`config.mk`:
```
export PLATFORM = sky130hd
export DESIGN_NAME = terh_map
export DESIGN_NICKNAME = d
export VERILOG_FILES = /design/src/rtl/terh_pkg.sv /design/src/rtl/terh_map.sv
export SDC_FILE = /design/constraint.sdc
export NUM_CORES = 2
export LEC_CHECK = 0
export BUFFER_PORTS_ARGS = -buffer_cell sky130_fd_sc_hd__buf_2
export CELL_PAD_IN_SITES_DETAIL_PLACEMENT = 2
export CELL_PAD_IN_SITES_GLOBAL_PLACEMENT = 2
export CORE_MARGIN = 5
export CORE_UTILIZATION = 35
export CTS_BUF_LIST = sky130_fd_sc_hd__clkbuf_4 sky130_fd_sc_hd__clkbuf_8 sky130_fd_sc_hd__clkbuf_16
export CTS_CLUSTER_DIAMETER = 60
export DETAILED_ROUTE_END_ITERATION = 7
export HOLD_SLACK_MARGIN = 0.1
export PLACE_DENSITY = 0.74
export RECOVER_POWER = 100
export SETUP_SLACK_MARGIN = 0.15
export SLEW_MARGIN = 20
export SYNTH_ARGS = -nofsm -noshare
export SYNTH_HDL_FRONTEND = slang
export SYNTH_SLANG_ARGS = --single-unit
```
`constraint.sdc`:
```
create_clock -name clk -period 6.26 [get_ports clk]
set_input_delay 0.313 -clock clk [delete_from_list [all_inputs] [get_ports clk]]
set_output_delay 0.313 -clock clk [all_outputs]
set_load 0.03 [all_outputs]
```
`src/rtl/terh_pkg.sv`:
```
// Shared types, codes and field layouts of the touch event region hit test block.
package terh_pkg;

	// Stream and configuration widths.
	localparam int S_TDATA_W = 128;
	localparam int M_TDATA_W = 40;
	localparam int M_FIELD_W = 37;
	localparam int M_PAD_W   = M_TDATA_W - M_FIELD_W;
	localparam int CFG_IDX_W = 3;
	localparam int REGION_W  = 64;

	// Input selector codes.
	localparam logic OP_EVENT  = 1'b0;
	localparam logic OP_REGION = 1'b1;

	// Event type and code values of interest.
	localparam logic [15:0] EV_KEY    = 16'd1;
	localparam logic [15:0] EV_ABS    = 16'd3;
	localparam logic [15:0] KEY_TOUCH = 16'd330;
	localparam logic [15:0] ABS_X     = 16'd0;
	localparam logic [15:0] ABS_Y     = 16'd1;

	// Result kinds.
	localparam logic [1:0] KIND_RELEASE = 2'd0;
	localparam logic [1:0] KIND_ADDED   = 2'd1;
	localparam logic [1:0] KIND_FULL    = 2'd2;

	// Configuration register indexes.
	localparam logic [CFG_IDX_W-1:0] CFG_X_SLOPE  = 3'd0;
	localparam logic [CFG_IDX_W-1:0] CFG_X_OFFSET = 3'd1;
	localparam logic [CFG_IDX_W-1:0] CFG_Y_SLOPE  = 3'd2;
	localparam logic [CFG_IDX_W-1:0] CFG_Y_OFFSET = 3'd3;

	// Calibration reset values, signed Q16.16.
	localparam logic signed [31:0] X_SLOPE_RST  = -32'sd8427;
	localparam logic signed [31:0] X_OFFSET_RST = 32'sd33146837;
	localparam logic signed [31:0] Y_SLOPE_RST  = 32'sd5681;
	localparam logic signed [31:0] Y_OFFSET_RST = -32'sd1242432;

	// Tag that travels with a request through the mapping pipeline.
	typedef struct packed {
		logic valid;
		logic axis_y;
	} map_tag_t;

endpackage

```
`src/rtl/terh_map.sv`:
```
// Three-stage pipeline mapping a raw coordinate to a saturated pixel.
module terh_map (
	input  logic                  clk,
	input  logic                  arst_n,
	input  terh_pkg::map_tag_t    req,
	input  logic signed [31:0]    raw,
	input  logic signed [31:0]    slope,
	input  logic signed [31:0]    offset,
	output terh_pkg::map_tag_t    rsp,
	output logic signed [15:0]    pixel
);
	import terh_pkg::*;

	map_tag_t           tag_s1, tag_s2, tag_s3;
	logic signed [63:0] prod_s1;
	logic signed [31:0] off_s1;
	logic signed [63:0] acc_s2;
	logic signed [15:0] pix_s3;
	logic signed [47:0] quot;
	logic               fits;

	// Tags carry the valid flag, so they are reset.
	always_ff @(posedge clk or negedge arst_n) begin
		if (!arst_n) begin
			tag_s1 <= '0;
			tag_s2 <= '0;
			tag_s3 <= '0;
		end else begin
			tag_s1 <= req;
			tag_s2 <= tag_s1;
			tag_s3 <= tag_s2;
		end
	end

	// Divide by 65536 rounding toward zero: bump a negative quotient with a remainder.
	always_comb begin
		quot = acc_s2[63:16] + {47'd0, (acc_s2[63] & (|acc_s2[15:0]))};
		fits = (quot[47:15] == '0) || (quot[47:15] == '1);
	end

	// Multiply, add offset, then scale and saturate.
	always_ff @(posedge clk) begin
		prod_s1 <= raw * slope;
		off_s1  <= offset;
		acc_s2  <= prod_s1 + {{32{off_s1[31]}}, off_s1};
		if (fits) begin
			pix_s3 <= quot[15:0];
		end else if (quot[47]) begin
			pix_s3 <= 16'sh8000;
		end else begin
			pix_s3 <= 16'sh7fff;
		end
	end

	assign rsp   = tag_s3;
	assign pixel = pix_s3;

endmodule

```
[After elaboration in Yosys (flattened, before gate mapping)]
Cells that the tools add are included.
Widths: inputs -> output; s select.
Cells by class
  $add $sub $neg: 2
  $mul: 1
  divide/modulo/power cells: 0
  magnitude comparators: 0
  equality and inequality tests: 1
  shifts and indexed selects: 0
  muxes and demuxes: 2
  bitwise operators: 1
  reductions and logical operators: 3
Operators by type and width (count)
  $add 64x64->64: 1
  $mul 32x32->64: 1
  $add 48x1->48: 1
  $eq 33x33->1 const B: 1
  $logic_not 33->1: 1
  $mux 16: 2
  $reduce_or 16->1: 1
  $and 1x1->1: 1
  $logic_or 1x1->1: 1
Storage, ports and cells
  flip-flop bits (word level): 182
  latch bits: 0
  RAM bits: 0
  bits in read-only memories: 0
  input bits: 100
  output and inout bits: 18
  word-level logic and storage cells: 20
  memories: 0

[Depth between registers and ports, before layout]
  depth after elaboration: 6
  mapped depth: 30
  depth with buffers taken out: 28

[Worst setup path before layout]
OpenSTA, ideal clock, no wires.
  path type: input-to-reg
  start: input port slope[3]
  end: register prod_s1[63]
  setup time: 0.132 ns
  data arrival time: 7.575 ns
  data required time: 6.128 ns
  path slack: -1.448 ns
  stages: 26
  buffers on the path: 2
  path through: clkbuf_1 > and2_1 > fa_1 > fa_1 > fa_1 > fa_1 > inv_1 > fa_1 > inv_1 > fa_1 > inv_1 > fa_1 > inv_1 > fa_1 > ha_1 > clkbuf_1 > a21oi_1 > nor2b_1 > o21ai_0 > nand2b_1 > a21oi_1 > o21ai_0 > a21oi_1 > nor2_1 > a211o_1 > or3b_2
Between the ends
  word-level cells in the longest chain between the ends: 1
RTL lines
  start: declaration: RTL line terh_map.sv:7  | input logic signed [31:0] slope,
  $mul 32x32->64: RTL line terh_map.sv:43  | prod_s1 <= raw * slope;
  end signal: assignment: RTL line terh_map.sv:43
  end: declaration: RTL line terh_map.sv:15  | logic signed [63:0] prod_s1;
No other way between the ends.

[Final worst setup path]
  start: input port slope[8]
  end: register prod_s1[45]
The elaborated chain is that of the path after synthesis.

==> metrics.cfg <==
[global_routing]
grt_max_degree=34
grt_antenna_before_repair=6
grt_pass1_wl_um=289000
grtUsageTotal_pct=28.2
grt_overflow=0
grt_pass1_vias=45966

[synth]
async_reset_ff_share_pct=3.30
ys_seq_area_share_pct=8.21
synth_fp_nets=6235
synth_area_um2=44700
syn_area_per_cell_um2=9.32
synth_top_family_by_area=adder cells
yosys_most_used_dff=dfxtp_1
synth_edf_count=0
synth.area.mux_share_pct=0.0951
syn_inst=4803
synth_xor_xnor_area_share_pct=3.11
synth.distinct_cells=79
synth_compound_gate_area_share_pct=6.47
synth_fa_ha_area_share_pct=55.4
synth_seq_cells=182
yosys_warnings=0
yosys.area_share.simple_pct=16.2

[place]
detailed_place_hpwl_um=144000
portBuffers=117
place.gp.congestion=0.852

[detailed_routing]
vias_per_cell=5.60
drt_pass1_iterations=8
drt_iter0_drc=2971
drt-wirelength-per-cell_um=32.4
drc=0
postRouteAntennaNets=0
finalWirelength_um=228000
vias=39361

[critical_path]
cpLargestDelayFamily=adder cells
cp.depth=30
r2r_end=pixel[13]
crit_slowest_cell=fa_1
cpMostUsedCell=fa_1
worst_ep_arrival_time_ns=7.96
setup.worst_path.start_class=primary input
timing.rr.start=acc_s2[63]
critPathKind=in -> reg
cpPeakStageDelay_ns=0.60
crit_end=prod_s1[45]
crit_path_end_kind=flip-flop
critPathRequiredTime_ns=6.60
crit_buf_inv=10
r2r_setup_slack_ns=1.36
critPathMaxFanout=11
startpoint=slope[8]
reg2regPathDepth=14

[layout]
layout_common_cells=fa_1 (969), inv_1 (956), nand2_1 (574)
regArea_um2=3670
area_growth_pct=24.5
final_common_cell=fa_1
layout-drive-gt1-share_pct=21.5
num-fill-cells=13378
final_net_count=6782
multi_input_area_um2=38300

[floorplan]
rows=131
die_area_um2=135000
io_pins=118
fp.dieW_um=368
fp.coreArea_um2=127000
initial_core_util_pct=35.1
die_h_um=368

[status]
status=finished, violations left
violations=negative setup slack

[timing]
relSlewSlack_pct=38.6
setup_viol=49
tightest_slew_ns=0.908
min_period_ns=7.62
finClkSkew_ns=0.0236
min_period_over_period_pct=122
holdWs_ns=0.263
slew_viol_final=0
rsz0062_at_grt=true
fmax_mhz=131
hold_viol=0
fin_ws_ns=-1.36

[clock_network]
path_clk_slew_ns=0.10
cts_tree=built
clock_path_buffers=2
cts_htree_levels=4
clkSinkCount=182
clk_latency_ns=0.47
cts_root_buf=clkbuf_16
cts_buffers=17

[min_path]
hold_class=in -> async

[run]
drv_cap=0

==> flip-flops by register name, summed over array words and instances, names as in the netlist <==
name and count:
acc_s2 64, off_s1 32, pixel 16, prod_s1 64, rsp 2, tag_s1 2, tag_s2 2
==> worst min path at each step <==
stage,endpoint,start
2_1_floorplan,rsp[0],arst_n
3_3_place_gp,rsp[1],arst_n
3_5_place_dp,tag_s1[1],arst_n
4_1_cts,tag_s2[1],arst_n
5_1_grt,tag_s2[1],arst_n
6_report,tag_s2[1],arst_n
==> cell usage after synthesis, types with 31 or more instances <==
cell / count / area share, %
and2_1: 511 / 7.1
xor2_1: 42 / 0.82
inv_1: 1005 / 8.4
ha_1: 249 / 7.0
nand3_1: 41 / 0.46
a21o_1: 65 / 1.1
fa_1: 1083 / 48
xnor2_1: 117 / 2.3
o21ai_0: 75 / 0.84
nand4_1: 31 / 0.43
nand2_1: 595 / 5.0
dfxtp_1: 176 / 7.9
a21oi_1: 142 / 1.6
nor2_1: 107 / 0.90
clkbuf_1: 225 / 1.9
==> through the flow <==
stage	cell area, µm²	setup slack, ns	utilization, %	setup TNS [ns]	instances
2_1_floorplan	45500	-1.08	-	-12.12	4803
3_3_place_gp	51200	-1.55	40.2	-46.45	6825
3_5_place_dp	51200	-1.98	40.2	-59.37	6825
4_1_cts	54100	-0.913	42.5	-19.94	6963
5_1_grt	55700	-1.44	43.7	-45.42	7026
6_report	55700	-1.36	43.7	-43.16	7030
==> repair_timing <==
action,in CTS,in global routing
gates resized for setup,349,279
pin swaps,146,174
gates cloned,3,5
hold buffers,35,0
buffers inserted,68,57
setup endpoints to repair,50,49
endpoints found under the hold margin,40,0
==> kinds of logic (layout without fill, tap and decap cells) <==
logic type	after synthesis	in the layout
simple gates	1437	1437
flops	182	182
buf+inv	1238	1798
xor+xnor	159	159
fa+ha+maj	1332	1332
other cells	0	5
mux	4	4
compound gates	451	451
==> metal layers <==
layer	up-vias	wire, µm	global-route usage (%)
met2	2223	113000	51.5
met5	-	24	0
met3	1137	15800	5.80
li1	15440	-	-
met1	20557	79200	31.2
met4	4	19900	13.7
==> final cells by class <==
class	count	share of cell area, %
antenna	5	0.0225
clock inverter	14	0.305
sequential	182	6.59
tap	1662	3.73
inverter	1007	6.80
timing repair buffer	759	13.0
multi-input combinational	3383	68.8
clock buffer	18	0.777
Power is left out: the tool's default activity adds up to more than one toggle a clock period on the data nets, which glitch-free logic cannot reach.
